**config.mk**
```make
export PLATFORM = sky130hd
export DESIGN_NAME = mbc_back
export DESIGN_NICKNAME = d
export VERILOG_FILES = /design/src/mbc_pkg.sv /design/src/mbc_back.sv
export SDC_FILE = /design/constraint.sdc
export NUM_CORES = 1
export LEC_CHECK = 0
export BUFFER_PORTS_ARGS = -buffer_cell sky130_fd_sc_hd__buf_2
export CORE_UTILIZATION = 45
export DETAILED_ROUTE_END_ITERATION = 8
export SLEW_MARGIN = 0
export SYNTH_ARGS = -nofsm -noshare
export SYNTH_HDL_FRONTEND = slang
export SYNTH_SLANG_ARGS = --single-unit
```
**constraint.sdc**
```tcl
create_clock -name clock -period 5.87 [get_ports clock]
set_input_delay 0.2935 -clock clock [delete_from_list [all_inputs] [get_ports clock]]
set_output_delay 0.2935 -clock clock [all_outputs]
set_load 0.02 [all_outputs]
```
**src/mbc_pkg.sv**
```systemverilog
`timescale 1ns / 1ps
// Shared types, constants and helpers of the memoized binomial coefficient block.
package mbc_pkg;

   localparam int MAX_N_DEF          = 20;
   localparam int FIELD_W            = 5;
   localparam int COEF_W             = 18;
   localparam int SLOT_W             = 8;
   localparam int FIFO_DEPTH_DEF     = 4;
   localparam int DIVIDEND_W         = 24;
   localparam int DIVISOR_W          = 4;
   localparam int DIV_BITS_PER_CYCLE = 4;
   localparam int DIV_CYCLES         = DIVIDEND_W / DIV_BITS_PER_CYCLE;

   typedef struct packed {
      logic               range_error;
      logic [FIELD_W-1:0] n_value;
      logic [FIELD_W-1:0] r_value;
      logic [SLOT_W-1:0]  slot;
   } job_type;

   typedef struct packed {
      logic              rd_en;
      logic [SLOT_W-1:0] rd_addr;
      logic              wr_en;
      logic [SLOT_W-1:0] wr_addr;
      logic [COEF_W-1:0] wr_data;
   } mem_req_type;

   typedef enum logic [2:0] {
      B_IDLE,
      B_READ,
      B_MUL,
      B_DIV,
      B_DONE
   } back_state_type;

   function automatic logic [SLOT_W-1:0] tri_slot(input logic [FIELD_W-1:0] n,
                                                  input logic [FIELD_W-1:0] r);
      logic [2*FIELD_W-1:0] prod;
      logic [2*FIELD_W-1:0] sum;
      prod = {{FIELD_W{1'b0}}, n} * ({{FIELD_W{1'b0}}, n} + {{(2*FIELD_W-1){1'b0}}, 1'b1});
      sum  = (prod >> 1) + {{FIELD_W{1'b0}}, r};
      return sum[SLOT_W-1:0];
   endfunction

endpackage

```
**src/mbc_back.sv**
```systemverilog
`timescale 1ns / 1ps
// Back end: memo lookup, multiply-divide sequencer on a miss, and the result register.
module mbc_back #(
   parameter int MAX_N = mbc_pkg::MAX_N_DEF,
   localparam int MemoDepth = (MAX_N + 1) * (MAX_N + 2) / 2,
   localparam int AddrW = $clog2(MemoDepth),
   localparam int CntW = (mbc_pkg::DIV_CYCLES > 1) ? $clog2(mbc_pkg::DIV_CYCLES) : 1
) (
   input  logic                       clock,
   input  logic                       reset,
   input  logic                       pop_valid,
   input  mbc_pkg::job_type           pop_job,
   output logic                       pop_en,
   output mbc_pkg::mem_req_type       mem_req,
   input  logic [mbc_pkg::COEF_W-1:0] ram_rd_data,
   output logic                       rsp_valid,
   input  logic                       rsp_stall,
   output logic [mbc_pkg::COEF_W-1:0] rsp_coefficient,
   output logic                       rsp_range_error
);

   mbc_pkg::back_state_type state_ff;
   mbc_pkg::back_state_type state_in;

   logic [MemoDepth-1:0]                memo_valid_ff;
   mbc_pkg::job_type                    job_ff;
   logic                                miss_ff;
   logic [mbc_pkg::FIELD_W-1:0]         rr_ff;
   logic [mbc_pkg::FIELD_W-1:0]         k_ff;
   logic [mbc_pkg::COEF_W-1:0]          acc_ff;
   logic [mbc_pkg::COEF_W-1:0]          coef_ff;
   logic [mbc_pkg::DIVIDEND_W-1:0]      quo_ff;
   logic [mbc_pkg::DIVISOR_W-1:0]       rem_ff;
   logic [mbc_pkg::DIVISOR_W-1:0]       divisor_ff;
   logic [CntW-1:0]                     cnt_ff;
   logic                                rsp_valid_ff;
   logic                                rsp_valid_in;
   logic [mbc_pkg::COEF_W-1:0]          rsp_coef_ff;
   logic                                rsp_err_ff;

   logic                                head_hit;
   logic [mbc_pkg::FIELD_W-1:0]         head_n_minus_r;
   logic [mbc_pkg::FIELD_W-1:0]         head_rr;
   logic [mbc_pkg::FIELD_W-1:0]         n_minus_k;
   logic [mbc_pkg::DIVIDEND_W-1:0]      prod;
   logic [mbc_pkg::DIVIDEND_W-1:0]      div_q;
   logic [mbc_pkg::DIVISOR_W-1:0]       div_r;
   logic [mbc_pkg::DIVISOR_W:0]         div_part;
   logic                                div_last;
   logic                                step_last;
   logic                                out_free;
   logic                                out_load;

   assign head_hit       = memo_valid_ff[pop_job.slot[AddrW-1:0]];
   assign head_n_minus_r = pop_job.n_value - pop_job.r_value;
   assign head_rr        = (pop_job.r_value > head_n_minus_r) ? head_n_minus_r : pop_job.r_value;
   assign n_minus_k      = job_ff.n_value - k_ff;
   assign prod           = mbc_pkg::DIVIDEND_W'(acc_ff) * mbc_pkg::DIVIDEND_W'(n_minus_k);
   assign div_last       = (cnt_ff == CntW'(mbc_pkg::DIV_CYCLES - 1));
   assign step_last      = ((k_ff + 1'b1) == rr_ff);
   assign out_free       = !rsp_valid_ff || !rsp_stall;

   // restoring division, several quotient bits per cycle
   always_comb begin
      div_q = quo_ff;
      div_r = rem_ff;
      div_part = '0;
      for (int i = 0; i < mbc_pkg::DIV_BITS_PER_CYCLE; i++) begin
         div_part = {div_r, div_q[mbc_pkg::DIVIDEND_W-1]};
         div_q    = div_q << 1;
         if (div_part >= {1'b0, divisor_ff}) begin
            div_r    = mbc_pkg::DIVISOR_W'(div_part - {1'b0, divisor_ff});
            div_q[0] = 1'b1;
         end else begin
            div_r    = div_part[mbc_pkg::DIVISOR_W-1:0];
         end
      end
   end

   always_comb begin
      state_in = state_ff;
      unique case (state_ff)
         mbc_pkg::B_IDLE: begin
            if (pop_valid) begin
               priority if (pop_job.range_error) begin
                  state_in = mbc_pkg::B_DONE;
               end else if (head_hit) begin
                  state_in = mbc_pkg::B_READ;
               end else if (head_rr == '0) begin
                  state_in = mbc_pkg::B_DONE;
               end else begin
                  state_in = mbc_pkg::B_MUL;
               end
            end
         end
         mbc_pkg::B_READ: state_in = mbc_pkg::B_DONE;
         mbc_pkg::B_MUL:  state_in = mbc_pkg::B_DIV;
         mbc_pkg::B_DIV: begin
            if (div_last) begin
               state_in = step_last ? mbc_pkg::B_DONE : mbc_pkg::B_MUL;
            end
         end
         mbc_pkg::B_DONE: begin
            if (out_free) begin
               state_in = mbc_pkg::B_IDLE;
            end
         end
         default: state_in = mbc_pkg::B_IDLE;
      endcase
   end

   always_comb begin
      pop_en          = (state_ff == mbc_pkg::B_IDLE) && pop_valid;
      out_load        = (state_ff == mbc_pkg::B_DONE) && out_free;
      mem_req.rd_en   = pop_en && !pop_job.range_error && head_hit;
      mem_req.rd_addr = pop_job.slot;
      mem_req.wr_en   = out_load && miss_ff;
      mem_req.wr_addr = job_ff.slot;
      mem_req.wr_data = coef_ff;
      rsp_valid_in    = out_load ? 1'b1 : (rsp_valid_ff && rsp_stall);
   end

   always_ff @(posedge clock) begin
      if (reset) begin
         state_ff      <= mbc_pkg::B_IDLE;
         memo_valid_ff <= '0;
         rsp_valid_ff  <= 1'b0;
      end else begin
         state_ff     <= state_in;
         rsp_valid_ff <= rsp_valid_in;
         if (mem_req.wr_en) begin
            memo_valid_ff[job_ff.slot[AddrW-1:0]] <= 1'b1;
         end
      end
   end

   always_ff @(posedge clock) begin
      unique case (state_ff)
         mbc_pkg::B_IDLE: begin
            if (pop_en) begin
               job_ff  <= pop_job;
               rr_ff   <= head_rr;
               k_ff    <= '0;
               acc_ff  <= mbc_pkg::COEF_W'(1);
               coef_ff <= pop_job.range_error ? '0 : mbc_pkg::COEF_W'(1);
               miss_ff <= !pop_job.range_error && !head_hit;
            end
         end
         mbc_pkg::B_READ: coef_ff <= ram_rd_data;
         mbc_pkg::B_MUL: begin
            quo_ff     <= prod;
            rem_ff     <= '0;
            divisor_ff <= mbc_pkg::DIVISOR_W'(k_ff + 1'b1);
            cnt_ff     <= '0;
         end
         mbc_pkg::B_DIV: begin
            quo_ff <= div_q;
            rem_ff <= div_r;
            cnt_ff <= cnt_ff + 1'b1;
            if (div_last) begin
               acc_ff  <= div_q[mbc_pkg::COEF_W-1:0];
               coef_ff <= div_q[mbc_pkg::COEF_W-1:0];
               k_ff    <= k_ff + 1'b1;
            end
         end
         mbc_pkg::B_DONE: begin
            if (out_load) begin
               rsp_coef_ff <= coef_ff;
               rsp_err_ff  <= job_ff.range_error;
            end
         end
         default: begin
         end
      endcase
   end

   assign rsp_valid       = rsp_valid_ff;
   assign rsp_coefficient = rsp_coef_ff;
   assign rsp_range_error = rsp_err_ff;

endmodule
```
# --- Word level (Yosys, flattened, before mapping) ---
# Index checks and enable logic that the tools add are counted.
op_classes:
  addsub: 8
  mul: 1
  n_div: 0
  n_lt_le_gt_ge: 8
  n_eq_ne: 10
  n_shift: 0
  mux: 34
  bitwise: 1
  reduce_logical: 23
op_table:
  columns: ["cell", "n"]
  rows:
  - ["$or A231 B231 Y231", 1]
  - ["$mux W18", 3]
  - ["$pmux W18 S3", 1]
  - ["$pmux W24 S2", 1]
  - ["$pmux W18 S2", 1]
  - ["$mul A18 B5 Y23", 1]
  - ["$mux W3", 7]
  - ["$ge A5 B4 Y1", 4]
  - ["$lt A8 B9 Y1 const B", 2]
  - ["$mux W4", 4]
  - ["$sub A4 B4 Y4", 4]
  - ["$mux W5", 3]
  - ["$pmux W3 S5", 1]
  - ["$pmux W5 S2", 1]
  - ["$sub A5 B5 Y5", 2]
  - ["$reduce_and A3 Y1", 3]
  - ["$bmux W1 S8", 1]
  - ["$demux W1 S8", 1]
  - ["$ge A8 B1 Y1 const B", 1]
  - ["$logic_and A1 B1 Y1", 8]
  - ["$mux W1", 8]
  - ["$ne A2 B2 Y1 const B", 4]
  - ["$pmux W4 S2", 1]
  - ["$eq A3 B2 Y1 const B", 2]
  - ["14 further kinds", 20]
word_totals:
  regBits: 350
  latch_bits: 0
  ramBits: 0
  romBits: 0
  out_inout_bits: 57
  memories: 0

# --- Logic depth before layout (Yosys ltp) ---
# Gate-level depths: netlist of run 1.
logic_depth:
  ltp_word: 10
  ltp_mapped: 27
  ltp_nobuf: 27

# --- Worst setup path before layout of run 1 ---
# No wires, ideal clock.
synth_path:
  kind: "reg-to-reg"
  startpoint: "register divisor_ff[1] (netlist bit)"
  endpoint: "register rem_ff[2] (netlist bit) (data pin)"
  arrival_time_ns: 5.865
  slack_ns: -0.264
  path_stages_with_launch: 26
  n_path_buf: 0
  cell_sequence: "edfxtp_1 -> inv_1 -> ha_1 -> nand3_1 -> a2bb2oi_1 -> and2_1 -> mux2_1 -> ha_1 -> a21oi_1 -> o211ai_1 -> a21oi_1 -> o21ai_1 -> o21ai_0 -> ha_1 -> a21o_1 -> a21o_1 -> a221oi_1 -> mux2i_1 -> mux2i_1 -> ha_1 -> a21o_1 -> a21o_1 -> a31o_2 -> a21o_1 -> nor2_1 -> o31ai_1"
synth_via:
  elab_chain_cells: 9
  elab_cells_between_ends: 13
  classes_between: "4 x add/sub; 4 x order compare; 5 x mux"
synth_rtl:
  columns: ["item", "line_no", "text"]
  rows:
  - ["from (decl)", "mbc_back.sv:34", "logic [mbc_pkg::DIVISOR_W-1:0] divisor_ff;"]
  - ["from (signal assigned)", "mbc_back.sv:153", "divisor_ff <= mbc_pkg::DIVISOR_W'(k_ff + 1'b1);"]
  - ["$sub A4 B4 Y4 or $ge A5 B4 Y1 (tied branches)", "mbc_back.sv:72, mbc_back.sv:71", null]
  - ["$mux W4", "mbc_back.sv:71", "if (div_part >= {1'b0, divisor_ff}) begin"]
  - ["$sub A4 B4 Y4 or $ge A5 B4 Y1 (tied branches)", "mbc_back.sv:72, mbc_back.sv:71", null]
  - ["$mux W4", "mbc_back.sv:71", null]
  - ["$ge A5 B4 Y1 or $sub A4 B4 Y4 (tied branches)", "mbc_back.sv:71, mbc_back.sv:72", null]
  - ["$mux W4", "mbc_back.sv:71", null]
  - ["$sub A4 B4 Y4 or $ge A5 B4 Y1 (tied branches)", "mbc_back.sv:72, mbc_back.sv:71", null]
  - ["$mux W4 (*)", "mbc_back.sv:71", null]
  - ["$pmux W4 S2 (*)", "mbc_back.sv:138", "unique case (state_ff)"]
  - ["to (signal assigned)", "mbc_back.sv:158", "rem_ff <= div_r;"]
  - ["to (decl)", "mbc_back.sv:33", "logic [mbc_pkg::DIVISOR_W-1:0] rem_ff;"]
# Mark *: on every way between the ends. The rest lies on a longest branch, timed or not.
# A chain may end at the register's enable or synchronous reset.

# --- Worst setup path after layout of run 1 ---
layout_path:
  startpoint: "register rem_ff[1] (netlist bit)"
  endpoint: "register rem_ff[1] (netlist bit) (data pin)"
layout_via:
  elab_chain_cells: 9
  elab_cells_between_ends: 13
  classes_between: "4 x add/sub; 4 x order compare; 5 x mux"
layout_rtl:
  columns: ["item", "line_no"]
  rows:
  - ["$sub A4 B4 Y4 or $ge A5 B4 Y1 (tied branches)", "mbc_back.sv:72, mbc_back.sv:71"]
  - ["$mux W4 (*)", "mbc_back.sv:71"]
  - ["$sub A4 B4 Y4 or $ge A5 B4 Y1 (tied branches)", "mbc_back.sv:72, mbc_back.sv:71"]
  - ["$mux W4 (*)", "mbc_back.sv:71"]
  - ["$ge A5 B4 Y1 or $sub A4 B4 Y4 (tied branches)", "mbc_back.sv:71, mbc_back.sv:72"]
  - ["$mux W4 (*)", "mbc_back.sv:71"]
  - ["$sub A4 B4 Y4 or $ge A5 B4 Y1 (tied branches)", "mbc_back.sv:72, mbc_back.sv:71"]
  - ["$mux W4 (*)", "mbc_back.sv:71"]
  - ["$pmux W4 S2 (*)", "mbc_back.sv:138"]
# Marks and branches as above.

==> results of run 1 <==
## kinds of logic (layout without fill, tap and decap cells)
family,count (synthesis),after routing,share of synthesized area
and+or+nand+nor,514,514,0.130
adders and majority gates,118,118,0.108
buffers and inverters,186,309,0.0455
AOI/OAI and AO/OA,404,404,0.135
DFF,350,350,0.467
muxes,89,89,0.0939
xor gates and xnor gates,42,42,0.0210
## flip-flops by register name (all words and copies together) (netlist names), 3 cells and up
| name | flops |
|---|---|
| quo_ff | 24 |
| k_ff | 5 |
| mem_req | 8 |
| job_ff | 6 |
| memo_valid_ff | 231 |
| coef_ff | 18 |
| rsp_coefficient | 18 |
| state_ff | 3 |
| divisor_ff | 4 |
| cnt_ff | 3 |
| acc_ff | 18 |
| rem_ff | 4 |
| rr_ff | 5 |
## path summary, 6_finish.rpt
kind | startpoint | endpoint | slack (ns)
max | rem_ff[1]$_SDFFCE_PN0P_ | rem_ff[1]$_SDFFCE_PN0P_ | 0.26
min | ram_rd_data[17] | coef_ff[17]$_DFFE_PP_ | 0.02
max reg2reg | rem_ff[1]$_SDFFCE_PN0P_ | rem_ff[1]$_SDFFCE_PN0P_ | 0.26
min reg2reg | coef_ff[4]$_DFFE_PP_ | rsp_coefficient[4]$_DFFE_PP_ | 0.44
## power by group through the flow
stage / clock, uW / combinational (uW) / sequential [uW]
floorplan: 0 / 2290 / 2890
global placement: 0 / 3010 / 2880
detailed placement: 0 / 3050 / 2890
CTS: 2590 / 3130 / 2830
global route: 2690 / 3650 / 2850
finish: 2530 / 3290 / 2830
## layout make-up
class                      instances  area share
inverter                          76      0.0141
timing repair buffer             161      0.0497
clock inverter                    22      0.0127
multi-input combinational       1167       0.434
tap                              511      0.0316
sequential                       350       0.403
clock buffer                      50      0.0543
## per-stage QoR
| step | hold slack [ns] | util |
|---|---|---|
| floorplan | 0.392 | - |
| CTS | 0.000328 | 0.528 |
| finish | 0.0176 | 0.533 |
| global route | 0.0102 | 0.533 |
| detailed placement | 0.430 | 0.489 |
| global placement | 0.427 | 0.489 |
## critical path, stage by stage (launching register included)
cell	delay [ns]
edfxtp_1	0.44
ha_4	0.29
a21o_1	0.19
a2bb2oi_2	0.14
and2_1	0.17
mux2_2	0.37
ha_1	0.32
a21oi_2	0.16
o211ai_1	0.11
a21oi_1	0.16
o21ai_2	0.11
nand2b_1	0.09
o21ai_1	0.08
ha_1	0.30
a21o_1	0.16
a21o_1	0.20
a221oi_2	0.30
mux2i_2	0.18
mux2i_2	0.23
ha_1	0.28
a21o_1	0.16
a21o_1	0.20
a31o_2	0.23
a21o_1	0.22
nor3_1	0.17
nor3_1	0.07
## timing repair
item | CTS | global route
resized for setup | 7 | 18
buffers inserted | 0 | 8
endpoints found under the hold margin | 12 | 0
pin swaps | 0 | 11
hold buffers | 12 | 0
cloned | 0 | 1
endpoints found under the setup margin | 8 | 15
## placed cells by master (no fill, tap or decap), types with 5 or more instances in the layout
master | synthesis | routed
a21o_1 | 58 | 58
a21oi_1 | 260 | 256
a31oi_1 | 7 | 7
and2_1 | 31 | 31
and3_1 | 21 | 21
buf_2 | 8 | 96
buf_4 | 18 | 51
clkbuf_16 | 0 | 40
clkbuf_8 | 0 | 6
clkinv_2 | 0 | 9
dfxtp_1 | 235 | 235
dlygate4sd3_1 | 0 | 12
edfxtp_1 | 115 | 115
fa_1 | 54 | 53
ha_1 | 64 | 57
ha_4 | 0 | 5
inv_1 | 76 | 74
mux2_2 | 9 | 10
mux2i_1 | 20 | 18
mux4_2 | 59 | 59
nand2_1 | 78 | 78
nand2b_1 | 17 | 17
nand3_1 | 11 | 11
nand3b_1 | 5 | 5
nor2_1 | 285 | 278
nor2_2 | 0 | 6
nor2b_1 | 27 | 26
nor3_1 | 25 | 21
o21a_1 | 6 | 6
o21ai_0 | 14 | 12
o21ai_1 | 10 | 10
xnor2_1 | 26 | 25
xor2_1 | 16 | 16
## per-layer routing
metal / vias to the layer above / track usage / wire length, um / share of wire
li1: 6129 / - / - / -
met2: 330 / 0.403 / 22300 / 0.50
met4: 0 / 0.0684 / 1040 / 0.023
met3: 77 / 0.0388 / 2530 / 0.056
met5: - / 0 / 0 / 0
met1: 6319 / 0.291 / 19000 / 0.42
==> out/summary.txt, run 1 <==
Die width: 199 um
Average size of a mapped cell: 10.3 sq um
Path category of the worst min-delay check: input pin to flip-flop
Sink Count: 350
Worst-Skew Late Latency: 0.57 ns
Cell chosen for the clock root: clkbuf_16
Crit path max fanout: 5
Ranking of synthesized cells by area: dfxtp_1 (27%), edfxtp_1 (20%), mux4_2 (7.6%)
Largest net degree at the start of global routing: 148
Reg2Reg Depth: 25
Comb pwr share: 0.380
# placed instances: 2244
Final net count: 1954
# H-tree levels: 2
Syn Std Cell Area: 17500 sq um
Area Growth Syn to Fin: 15.7%
Final slew viol count: 0
Setup ws final: 0.264 ns
Total power: 8660 uW
Clk pwr share: 0.292
Multi-input gate area: 8780 sq um
Arr. time, crit path: 5.89 ns
Reg power frac: 0.327
Initial antenna violation count: 0
Worst setup SP type: flip-flop
Flip-flop and latch count after synthesis: 350
Min-Delay Path Depth: 2
Site Rows: 71
EDFF count, synth: 115
Maxcap violations: 0
GRT Util Overall: 0.230
Tmin final: 5.61 ns
Clock-pin slew on the worst setup and hold paths: 0.06 ns
Final HPWL DP: 29500 um
Crit end category: flip-flop
Worst-Margin Slew: 1.13 ns
Internal: 5740 uW
TritonCTS clock tree: yes
Synth Flop Type: dfxtp_1
PortBufs: 97
Final worst path period share: 0.955
Via/cell ratio: 5.50
Vias in the first global route: 12800
Routability cong.: 0.883
Most common cell in the netlist: nor2_1
PwrDens: 428 nW/um^2
Post-synth ARST share: 0
Final TNS setup: 0 ns
Vias post-DR: 12900
Max clock buf depth: 3
Placement Cell Area: 18500 sq um
Number of CTS-inserted buffers: 39
Die H: 199 um
Die footprint: 39600 sq um
Routed len/inst: 19.2 um
P_sw: 2930 uW
Final instance area: 20200 sq um
Slew headroom: 0.249
Setup WS pre-CTS: -0.113 ns
# fillers: 3464
DRC Markers: 0
Area leader, netlist: dfxtp_1
Share of post-route cells with drive strength above 1: 0.182
Initial DRT Pass Iterations: 5
Total gr overflow: 0
Final Hold Violating Endpoints: 0
Initial Util: 0.461
Synth warn: 0
Final Non-Filler Cells: 2337
CP Class: flip-flop to flip-flop
Distinct cell type count after synthesis: 62
Antenna Nets Post-Route: 0
Final setup fails: 0
Ports: 98
Area of the core: 37900 sq um
Syn nets: 1862
Leakage power: 0.00833 uW
Top cells by count, synth: nor2_1 (285), a21oi_1 (260), dfxtp_1 (235), edfxtp_1 (115), nand2_1 (78)
Fmax: 0.178 GHz
Initial DRC count: 832
Yosys top cell area share: 0.269
Status: complete, no violations
Mapped Cells: 1703
Overall routed net length: 44900 um
Seq/Total Area, Yosys: 0.467
Antenna cells: 0
First-pass GRT wire length: 70300 um
FF+latch area: 8160 sq um
Final clock skew: 0.0335 ns
Peak supply drop: 279 uV
Worst EP required: 6.16 ns
Switching share of power: 0.338
No activity file was read; power rests on OpenSTA's default activity.
==> inputs of run 2 (changes only) <==
Clock period 5.87 ns to 6.5 ns, I/O delays scaled along.
==> out/summary.txt, run 2 (synthesized netlist as in run 1, its figures left out) <==
Total gr overflow: 0 (unchanged)
Layout Utilization: 0.522 (was 0.533)
Clock-pin slew on the worst setup and hold paths: 0.06 ns (about the same)
Final worst hold slack: 0.0274 ns (was 0.0176 ns)
Final instance area: 19800 sq um (was 20200 sq um)
Tmin final: 6.06 ns (was 5.61 ns)
# H-tree levels: 2 (unchanged)
Arr. time, crit path: 6.33 ns (was 5.89 ns)
Worst EP required: 6.77 ns (was 6.16 ns)
Top flop regs: memo_valid_ff (231), quo_ff (24) (unchanged)
Die width: 199 um (unchanged)
Worst-Margin Slew: 1.15 ns (was 1.13 ns)
Die H: 199 um (unchanged)
First-pass GRT wire length: 71400 um (was 70300 um)
Antenna cells: 0 (unchanged)
Die footprint: 39600 sq um (unchanged)
RSZ-0062 raised after global routing: no
Max clock buf depth: 3 (unchanged)
Area of the core: 37900 sq um (unchanged)
Share of post-route cells with drive strength above 1: 0.162 (was 0.182)
Final Hold Violating Endpoints: 0 (unchanged)
Ports: 98 (unchanged)
Via/cell ratio: 5.59 (was 5.50)
PwrDens: 380 nW/um^2 (was 428 nW/um^2)
Commonest non-fill, non-tap cells in the layout: nor2_1 (274), a21oi_1 (258), dfxtp_1 (235) (was nor2_1 (278), a21oi_1 (256), dfxtp_1 (235))
PortBufs: 97 (unchanged)
Initial antenna violation count: 1 (was 0)
CP Class: flip-flop to flip-flop (unchanged)
Worst-Skew Late Latency: 0.56 ns (was 0.57 ns)
Largest net degree at the start of global routing: 136 (was 148)
TritonCTS clock tree: yes (unchanged)
Commonest non-fill, non-tap cell in the layout: nor2_1 (unchanged)
Antenna Nets Post-Route: 0 (unchanged)
# fillers: 3419 (was 3464)
Crit path max fanout: 17 (was 5)
Initial Util: 0.461 (unchanged)
Sink Count: 350 (unchanged)
Slew headroom: 0.235 (was 0.249)
Routed len/inst: 19.6 um (was 19.2 um)
Final net count: 1921 (was 1954)
Placement Cell Area: 18400 sq um (was 18500 sq um)
Max FFs per register: 231 (unchanged)
Cell chosen for the clock root: clkbuf_16 (unchanged)
Maxcap violations: 0 (unchanged)
Peak supply drop: 219 uV (was 279 uV)
Vias post-DR: 12900 (about the same)
Final Non-Filler Cells: 2302 (was 2337)
Crit end category: flip-flop (unchanged)
Initial DRT Pass Iterations: 5 (unchanged)
Initial DRC count: 1022 (was 832)
Largest Register: memo_valid_ff (unchanged)
Routability cong.: 0.906 (was 0.883)
GRT Util Overall: 0.235 (was 0.230)
Final setup fails: 0 (unchanged)
Final worst path period share: 0.932 (was 0.955)
Number of CTS-inserted buffers: 39 (unchanged)
Final TNS setup: 0 ns (unchanged)
Site Rows: 71 (unchanged)
Path category of the worst min-delay check: input pin to flip-flop (unchanged)
Overall routed net length: 45200 um (was 44900 um)
Worst setup SP type: flip-flop (unchanged)
Area Growth Syn to Fin: 13.3% (was 15.7%)
Final slew viol count: 0 (unchanged)
Vias in the first global route: 12800 (about the same)
Leakage power: 0.00816 uW (was 0.00833 uW)
Status: complete, no violations (unchanged)
Final HPWL DP: 29600 um (was 29500 um)
# placed instances: 2229 (was 2244)
Fmax: 0.165 GHz (was 0.178 GHz)
DRC Markers: 0 (unchanged)
Final clock skew: 0.0295 ns (was 0.0335 ns)
## run 2: cell count changes in the layout (fill, tap and decap cells not counted), sizes merged
cell	before	now
clkinv	12	10
clkinvlp	3	1
buf	149	125
dlygate4sd3	12	3
inv	80	77
clkbuf	50	56
bufinv	3	2
## run 2: where the power goes
group	internal [uW]	leakage, uW	switching, uW	total [uW]
sequential	2490	0.00299	71.6	2560
combinational	1200	0.00452	1520	2730
clock	1340	0.000655	907	2250
## run 2: worst max-delay path, stage by stage (launching register included)
cell	delay (ns)
edfxtp_1	0.46
ha_1	0.18
inv_1	0.06
fa_1	0.40
a21o_1	0.19
a21oi_1	0.16
xnor2_1	0.22
buf_4	0.32
nand2_1	0.11
fa_1	0.54
inv_1	0.06
fa_1	0.52
fa_1	0.51
ha_1	0.38
a2111oi_0	0.37
o21ai_0	0.23
and3_1	0.26
a21oi_1	0.22
a21oi_1	0.14
a31oi_1	0.22
xor2_1	0.16
o21ai_0	0.08
## run 2: per-stage QoR
stage / setup slack, ns / power, uW
global placement: 0.477 / 5240
floorplan: 0.366 / 4670
CTS: 0.233 / 7570
detailed placement: 0.239 / 5290
finish: 0.440 / 7530
global route: 0.0477 / 8000
## run 2: worst paths after layout
path,from,to,slack [ns],depth (start not counted)
worst max-delay path,k_ff[0]$_SDFFCE_PN0P_,quo_ff[21]$_DFFE_PP_,0.44,21
worst min-delay path,pop_job[13],job_ff[13]$_DFFE_PP_,0.03,1
worst max register to register,k_ff[0]$_SDFFCE_PN0P_,quo_ff[21]$_DFFE_PP_,0.44,21
worst min register to register,coef_ff[4]$_DFFE_PP_,rsp_coefficient[4]$_DFFE_PP_,0.45,0
## run 2: what timing repair did
item,CTS,global route
endpoints found under the setup margin,0,7
setup buffers,0,0
endpoints found under the hold margin,3,0
hold buffers,3,0
resized for setup,0,8
## run 2: layout make-up
| class | instances | area (sq um) | area share |
|---|---|---|---|
| Inverter | 76 | 285 | 0.0144 |
| Multi-Input combinational cell | 1167 | 8660 | 0.437 |
| Clock buffer | 56 | 1170 | 0.0592 |
| Timing Repair Buffer | 128 | 734 | 0.0371 |
| Clock inverter | 14 | 150 | 0.00758 |
| Sequential cell | 350 | 8160 | 0.412 |
| Tap cell | 511 | 639 | 0.0323 |
## run 2: per-layer routing
metal | share of wire | vias to the layer above | track usage
li1 | - | 6067 | -
met1 | 0.43 | 6315 | 0.307
met2 | 0.49 | 412 | 0.397
met3 | 0.064 | 76 | 0.0392
met4 | 0.024 | 2 | 0.0735
met5 | 0.00029 | - | 0
